$ cat src/hw/rtl/cdr_pkg.sv
// Shared types and constants for the CPU domain registry.
`default_nettype none
package cdr_pkg;

   localparam int ID_W   = 32;
   localparam int MASK_W = 64;
   localparam int ST_W   = 2;

   localparam int MAX_DOMAINS_DEF = 16;
   localparam int NUM_CPUS_DEF    = 64;

   localparam logic FUNC_UPDATE = 1'b0;
   localparam logic FUNC_REMOVE = 1'b1;

   localparam logic [ST_W-1:0] ST_OK        = 2'd0;
   localparam logic [ST_W-1:0] ST_OVERLAP   = 2'd1;
   localparam logic [ST_W-1:0] ST_NOT_FOUND = 2'd2;
   localparam logic [ST_W-1:0] ST_FULL      = 2'd3;

   // scan token that walks down the row of slots
   typedef struct packed {
      logic              active;
      logic              overlap;
      logic              found;
      logic              free_seen;
      logic [MASK_W-1:0] old_mask;
   } scan_type;

   // write-back decision broadcast to every slot
   typedef struct packed {
      logic wr_match;
      logic wr_free;
      logic rm_match;
   } commit_type;

endpackage
`default_nettype wire

$ cat src/hw/rtl/cdr_cell.sv
// One table slot: holds an entry, checks the passing scan token and applies write-back.
`default_nettype none
module cdr_cell (
   input  wire logic                      clock,
   input  wire logic                      reset,
   input  wire logic [cdr_pkg::ID_W-1:0]   req_id,
   input  wire logic [cdr_pkg::MASK_W-1:0] req_mask,
   input  wire cdr_pkg::scan_type          tok_in,
   output cdr_pkg::scan_type               tok_out,
   input  wire cdr_pkg::commit_type        commit
);

   logic                      valid_ff;
   logic [cdr_pkg::ID_W-1:0]   id_ff;
   logic [cdr_pkg::MASK_W-1:0] mask_ff;
   logic                      mark_match_ff;
   logic                      mark_free_ff;
   cdr_pkg::scan_type         tok_out_ff;
   cdr_pkg::scan_type         tok_in_nxt;

   logic is_match;
   logic is_free;
   logic is_overlap;
   logic wr_here;

   always_comb begin
      is_match   = valid_ff && (id_ff == req_id);
      is_free    = !valid_ff;
      is_overlap = valid_ff && (id_ff != req_id) && ((mask_ff & req_mask) != '0);

      tok_in_nxt.active    = tok_in.active;
      tok_in_nxt.overlap   = tok_in.overlap | is_overlap;
      tok_in_nxt.found     = tok_in.found | is_match;
      tok_in_nxt.free_seen = tok_in.free_seen | is_free;
      tok_in_nxt.old_mask  = is_match ? mask_ff : tok_in.old_mask;

      wr_here = (commit.wr_match && mark_match_ff) || (commit.wr_free && mark_free_ff);
   end

   always_ff @(posedge clock) begin
      if (reset) begin
         tok_out_ff.active <= 1'b0;
      end else begin
         tok_out_ff.active <= tok_in_nxt.active;
      end
      tok_out_ff.overlap   <= tok_in_nxt.overlap;
      tok_out_ff.found     <= tok_in_nxt.found;
      tok_out_ff.free_seen <= tok_in_nxt.free_seen;
      tok_out_ff.old_mask  <= tok_in_nxt.old_mask;
   end

   // marks only move when the request token is here
   always_ff @(posedge clock) begin
      if (reset) begin
         mark_match_ff <= 1'b0;
         mark_free_ff  <= 1'b0;
      end else if (tok_in.active) begin
         mark_match_ff <= is_match;
         mark_free_ff  <= is_free && !tok_in.free_seen;
      end
   end

   always_ff @(posedge clock) begin
      if (reset) begin
         valid_ff <= 1'b0;
      end else if (wr_here) begin
         valid_ff <= 1'b1;
      end else if (commit.rm_match && mark_match_ff) begin
         valid_ff <= 1'b0;
      end
   end

   always_ff @(posedge clock) begin
      if (wr_here) begin
         id_ff   <= req_id;
         mask_ff <= req_mask;
      end
   end

   assign tok_out = tok_out_ff;

endmodule
`default_nettype wire

$ cat src/hw/rtl/cpu_domain_registry_core.sv
// Top level of the CPU domain registry: request control, slot row and response.
// A request walks the row of MAX_DOMAINS slots one slot per cycle, then commits.
// On its way to the response strobe a request passes launch_ff, each slot's token register and rsp_valid_ff.
// No new request is taken until the previous one has left the slot row; start is ignored while busy.
// The response is shown for one cycle and cannot be stalled; busy drops as it appears.
// Synchronous reset empties the table and leaves the block idle.
`default_nettype none
module cpu_domain_registry_core #(
   parameter int MAX_DOMAINS = cdr_pkg::MAX_DOMAINS_DEF,
   parameter int NUM_CPUS    = cdr_pkg::NUM_CPUS_DEF
) (
   input  wire logic                      clock,
   input  wire logic                      reset,
   input  wire logic                      start,
   output logic                           busy,
   input  wire logic                      req_func,
   input  wire logic [cdr_pkg::ID_W-1:0]   req_dom_id,
   input  wire logic [cdr_pkg::MASK_W-1:0] req_cpu_mask,
   output logic                           rsp_valid,
   output logic [cdr_pkg::ST_W-1:0]        rsp_status,
   output logic [cdr_pkg::MASK_W-1:0]      rsp_assign_mask,
   output logic [cdr_pkg::MASK_W-1:0]      rsp_clear_mask
);

   localparam logic [cdr_pkg::MASK_W-1:0] CpuFieldMask =
      {cdr_pkg::MASK_W{1'b1}} >> (cdr_pkg::MASK_W - NUM_CPUS);

   logic                      busy_ff;
   logic                      launch_ff;
   logic                      func_ff;
   logic [cdr_pkg::ID_W-1:0]   id_ff;
   logic [cdr_pkg::MASK_W-1:0] mask_ff;
   logic                      rsp_valid_ff;
   logic [cdr_pkg::ST_W-1:0]   rsp_status_ff;
   logic [cdr_pkg::MASK_W-1:0] rsp_assign_ff;
   logic [cdr_pkg::MASK_W-1:0] rsp_clear_ff;

   logic                      accept;
   logic                      done;
   cdr_pkg::scan_type         tok [MAX_DOMAINS+1];
   cdr_pkg::scan_type         last;
   cdr_pkg::commit_type       commit;
   logic [cdr_pkg::ST_W-1:0]   status_in;
   logic [cdr_pkg::MASK_W-1:0] assign_in;
   logic [cdr_pkg::MASK_W-1:0] clear_in;

   assign accept = start && !busy_ff;
   assign last   = tok[MAX_DOMAINS];
   assign done   = last.active;

   always_comb begin
      tok[0].active    = launch_ff;
      tok[0].overlap   = 1'b0;
      tok[0].found     = 1'b0;
      tok[0].free_seen = 1'b0;
      tok[0].old_mask  = '0;
   end

   for (genvar g = 0; g < MAX_DOMAINS; g++) begin : g_slot
      cdr_cell u_slot (
         .clock    (clock),
         .reset    (reset),
         .req_id   (id_ff),
         .req_mask (mask_ff),
         .tok_in   (tok[g]),
         .tok_out  (tok[g+1]),
         .commit   (commit)
      );
   end

   // decision once the token leaves the last slot
   always_comb begin
      commit    = '0;
      status_in = cdr_pkg::ST_OK;
      assign_in = '0;
      clear_in  = '0;
      if (func_ff == cdr_pkg::FUNC_REMOVE) begin
         if (last.found) begin
            commit.rm_match = done;
            clear_in        = last.old_mask;
         end else begin
            status_in = cdr_pkg::ST_NOT_FOUND;
         end
      end else if (last.overlap) begin
         status_in = cdr_pkg::ST_OVERLAP;
      end else if (last.found) begin
         commit.wr_match = done;
         assign_in       = mask_ff;
         clear_in        = last.old_mask & ~mask_ff;
      end else if (last.free_seen) begin
         commit.wr_free = done;
         assign_in      = mask_ff;
      end else begin
         status_in = cdr_pkg::ST_FULL;
      end
   end

   always_ff @(posedge clock) begin
      if (reset) begin
         busy_ff      <= 1'b0;
         launch_ff    <= 1'b0;
         rsp_valid_ff <= 1'b0;
      end else begin
         launch_ff    <= accept;
         rsp_valid_ff <= done;
         if (accept) begin
            busy_ff <= 1'b1;
         end else if (done) begin
            busy_ff <= 1'b0;
         end
      end
   end

   always_ff @(posedge clock) begin
      if (accept) begin
         func_ff <= req_func;
         id_ff   <= req_dom_id;
         mask_ff <= req_cpu_mask & CpuFieldMask;
      end
      if (done) begin
         rsp_status_ff <= status_in;
         rsp_assign_ff <= assign_in;
         rsp_clear_ff  <= clear_in;
      end
   end

   assign busy            = busy_ff;
   assign rsp_valid       = rsp_valid_ff;
   assign rsp_status      = rsp_status_ff;
   assign rsp_assign_mask = rsp_assign_ff;
   assign rsp_clear_mask  = rsp_clear_ff;

endmodule
`default_nettype wire
$ cat config.mk
export PLATFORM = sky130hd
export DESIGN_NAME = cpu_domain_registry_core
export DESIGN_NICKNAME = d
export VERILOG_FILES = /design/src/hw/rtl/cdr_pkg.sv /design/src/hw/rtl/cdr_cell.sv /design/src/hw/rtl/cpu_domain_registry_core.sv
export SDC_FILE = /design/constraint.sdc
export NUM_CORES = 2
export LEC_CHECK = 0
export CORE_MARGIN = 5
export CORE_UTILIZATION = 55
export DETAILED_ROUTE_END_ITERATION = 12
export DONT_BUFFER_PORTS = 1
export PLACE_DENSITY = 0.79
export SETUP_SLACK_MARGIN = 0.2
export SLEW_MARGIN = 20
export SYNTH_ARGS = -nofsm -noshare
export SYNTH_HDL_FRONTEND = slang
export SYNTH_SLANG_ARGS = --single-unit
export TNS_END_PERCENT = 30
$ cat constraint.sdc
create_clock -name clock -period 10.6 [get_ports clock]
set_input_delay 1.59 -clock clock [delete_from_list [all_inputs] [get_ports clock]]
set_output_delay 1.59 -clock clock [all_outputs]
set_load 0.05 [all_outputs]
==> flow_summary_export.csv <==
group,metric,value,unit
synth,syn_area,104000,um2
clock_tree,clk_path_buf_depth,4,
synth,async_reset_ff_frac,0,
placed_design,hpwl,182000,um
pwr,p_comb_frac,0.028,
finish,drive_gt1_frac,0.253,
synth,synth.net_count,6083,
clock_tree,root_buffer,"clkbuf_16",
placed_design,gp_congestion,0.898,
setup_path,start_kind,"register",
pwr,power.leakage,43.0,nW
synth,synth_edf_count,1763,
floorplanning,pin_count,232,
setup_path,required,11410,ps
timing,fin_crit,3840,ps
synth,yosys_warnings,0,
clock_tree,clock-sinks,2902,
synth,syn_area_per_cell,17.4,um2
placed_design,port-buffer-count,0,
clock_tree,cts_tree,"built",
timing,setup_viol,0,
floorplanning,dieArea,198000,um2
pwr,p_sw_frac,0.206,
pwr,pwr-share-seq,0.529,
run,maxCapViolCount,0,
timing,fmax,0.260,GHz
timing,drv_slew,0,
floorplanning,die_h,445,um
routing,route.detailed.drc,0,
pwr,clock_power_share,0.443,
clock_tree,ctsHoldBuffers,0,
synth,yosys-top-cells-count,"edfxtp_1, dfxtp_1, xnor2_1",
worst_hold_path,hold_path.class,"reg -> reg",
floorplanning,core_area,188000,um2
timing,fin_crit_sh,0.362,
timing,fin_setup_tns,0,ps
finish,finalNetCount,6196,
routing,met2_length,131000,um
clock_tree,post_cts_buffers,0,
finish,multi_input_area,26800,um2
timing,hold_viol_final,0,
setup_path,crit_type,"reg -> reg",
pwr,irDropWorstVdd,0.147,mV
clock_tree,clk_latency,960,ps
routing,vias,56000,
timing,rsz0062_at_grt,"no",
floorplanning,start_util,0.554,
synth,synthFlopType,"edfxtp_1",
pwr,intPower,0.0180,W
global_routing,grt_usage,0.286,
clock_tree,ctsHtreeMaxLevel,5,
global_routing,antenna_found_initial,32,
synth,yosysTopAreaCell,"edfxtp_1",
setup_path,critPathMaxFanout,26,
finish,seq_area,75700,um2
floorplanning,row_count,159,
synth,synthDistinctLibCells,36,
global_routing,grt_pass1_wl,407000,um
routing,viasPerCell,6.36,
pwr,p_sw,0.00468,W
setup_path,worstPathArrival,4650,ps
routing,drt-initial-drc-count,8261,
synth,synth_area_leaders,"edfxtp_1, dfxtp_1, mux2_4",
routing,wl_met3,35400,um
timing,clock_skew,81.1,ps
floorplanning,die-width,445,um
routing,topRoutingLayerUsed,"met5",
global_routing,grt_pass1_vias,55500,
timing,tightest_slew,1370,ps
timing,holdWs,404,ps
setup_path,end_kind,"register",
global_routing,overflow,0,
routing,avgRoutedWirePerCell,32.8,um
global_routing,grt_max_degree,79,
timing,slew_headroom,0.0851,
synth,ys_ff_latch,2902,
pwr,power_density,195,nW/um2
clock_tree,clkTransAtPathRegs,60,ps
routing,dr.pass1.iters,6,
clock_tree,numCtsBuffers,297,
synth,synth_most_common_cell,"edfxtp_1",
synth,synth_top_area_share,0.508,
routing,drt-met1-wl,109000,um
run_status,outcome,"complete, no violations",
synth,syn_inst,5983,
routing,postRouteAntennaNets,0,
clock_tree,post_cts_resize_count,0,
finish,areaGrowthSynthToFinish,11.5,%
finish,fillCellCount,12800,
routing,finalWirelength,289000,um
synth,ys_seq_area_frac,0.726,
-- registers in the layout, summed over array words and instances, names as in the netlist --
register                     count
rsp_valid                        1
g_slot.u_slot.mark_match_ff     16
busy                             1
id_ff                           32
g_slot.u_slot.id_ff            512
g_slot.u_slot.tok_out         1088
g_slot.u_slot.valid_ff          16
mask_ff                         64
rsp_clear_mask                  64
rsp_status                       2
rsp_assign_mask                 64
launch_ff                        1
g_slot.u_slot.mask_ff         1024
func_ff                          1
g_slot.u_slot.mark_free_ff      16
-- cells in the final DEF (no fill, tap or decap), drive strengths merged --
cell         n
a211oi       3
a21o         1
a21oi       16
a221oi     256
a22o       272
a31o        15
a41o        13
and2       128
and3         2
buf        157
bufinv       9
clkbuf     439
clkinv      59
clkinvlp     4
dfxtp     1139
diode        7
edfxtp    1763
inv         10
mux2       960
mux2i       15
nand2       30
nand2b      34
nand3       15
nand4      194
nor2       121
nor2b       17
nor3         2
nor3b       14
nor4        32
o211a       64
o21ba        1
o22ai        2
or4         15
xnor2      512
-- cell type report --
type                    instances  share of cell area
diodes                          7            0.000151
multi-input cells            2734               0.231
clock buffers                 438              0.0741
flip-flops and latches       2902               0.652
repair buffers                158              0.0109
well taps                    2495              0.0269
inverters                       3           0.0000969
clock inverters                79             0.00574
-- layer usage --
metal / GRT usage / vias up
met5: 0 / -
met4: 0.113 / 16
met3: 0.0787 / 723
met2: 0.438 / 3839
met1: 0.391 / 28500
li1: - / 23000
-- final timing paths --
kind              depth (start not counted)                                     to                                   from  slack (ps)
setup / recovery                          6  g_slot[10].u_slot.tok_out[66]$_DFF_P_                  mask_ff[13]$_DFFE_PP_        6760
setup reg to reg                          6  g_slot[10].u_slot.tok_out[66]$_DFF_P_                  mask_ff[13]$_DFFE_PP_        6760
hold reg to reg                           1  g_slot[14].u_slot.tok_out[65]$_DFF_P_  g_slot[13].u_slot.tok_out[65]$_DFF_P_         400
hold / removal                            1  g_slot[14].u_slot.tok_out[65]$_DFF_P_  g_slot[13].u_slot.tok_out[65]$_DFF_P_         400
-- power groups by stage --
stage                     Sequential (W)  Combinational (W)  Clock [W]
after global placement            0.0122           0.000593          0
after global routing              0.0120           0.000635     0.0106
after detailed placement          0.0122           0.000606          0
final                             0.0120           0.000626     0.0100
after CTS                         0.0120           0.000610     0.0101
after floorplan                   0.0123           0.000291          0
-- metrics by stage --
step / utilization / power, W / std cells / setup WS [ps] / instance area (um2)
floorplan: - / 0.0126 / 5983 / 3500 / 104000
global placement: 0.568 / 0.0128 / 8288 / 6690 / 107000
detailed placement: 0.568 / 0.0128 / 8288 / 6800 / 107000
CTS: 0.617 / 0.0227 / 8805 / 6810 / 116000
global route: 0.618 / 0.0232 / 8809 / 6670 / 116000
finish: 0.618 / 0.0226 / 8816 / 6760 / 116000
-- cells by family (layout without fill, tap and decap cells) --
| family | Yosys count | count (layout) | synth area share |
|---|---|---|---|
| flip-flops | 2902 | 2902 | 0.726 |
| multiplexers | 975 | 975 | 0.123 |
| AO/OA/AOI/OAI | 643 | 643 | 0.0543 |
| AND/OR/NAND/NOR | 604 | 604 | 0.0341 |
| XOR/XNOR | 512 | 512 | 0.0430 |
| buffers and inverters | 347 | 678 | 0.0197 |
| other | 0 | 7 | 0 |
-- worst max-delay path: stages (launching register included) --
cell      delay, ps
edfxtp_1        690
buf_4           400
a22o_1          250
a221oi_1        880
nand4_1         530
or4_1           660
a31o_2          290
Note: power is estimated with default switching activity, not from simulation.
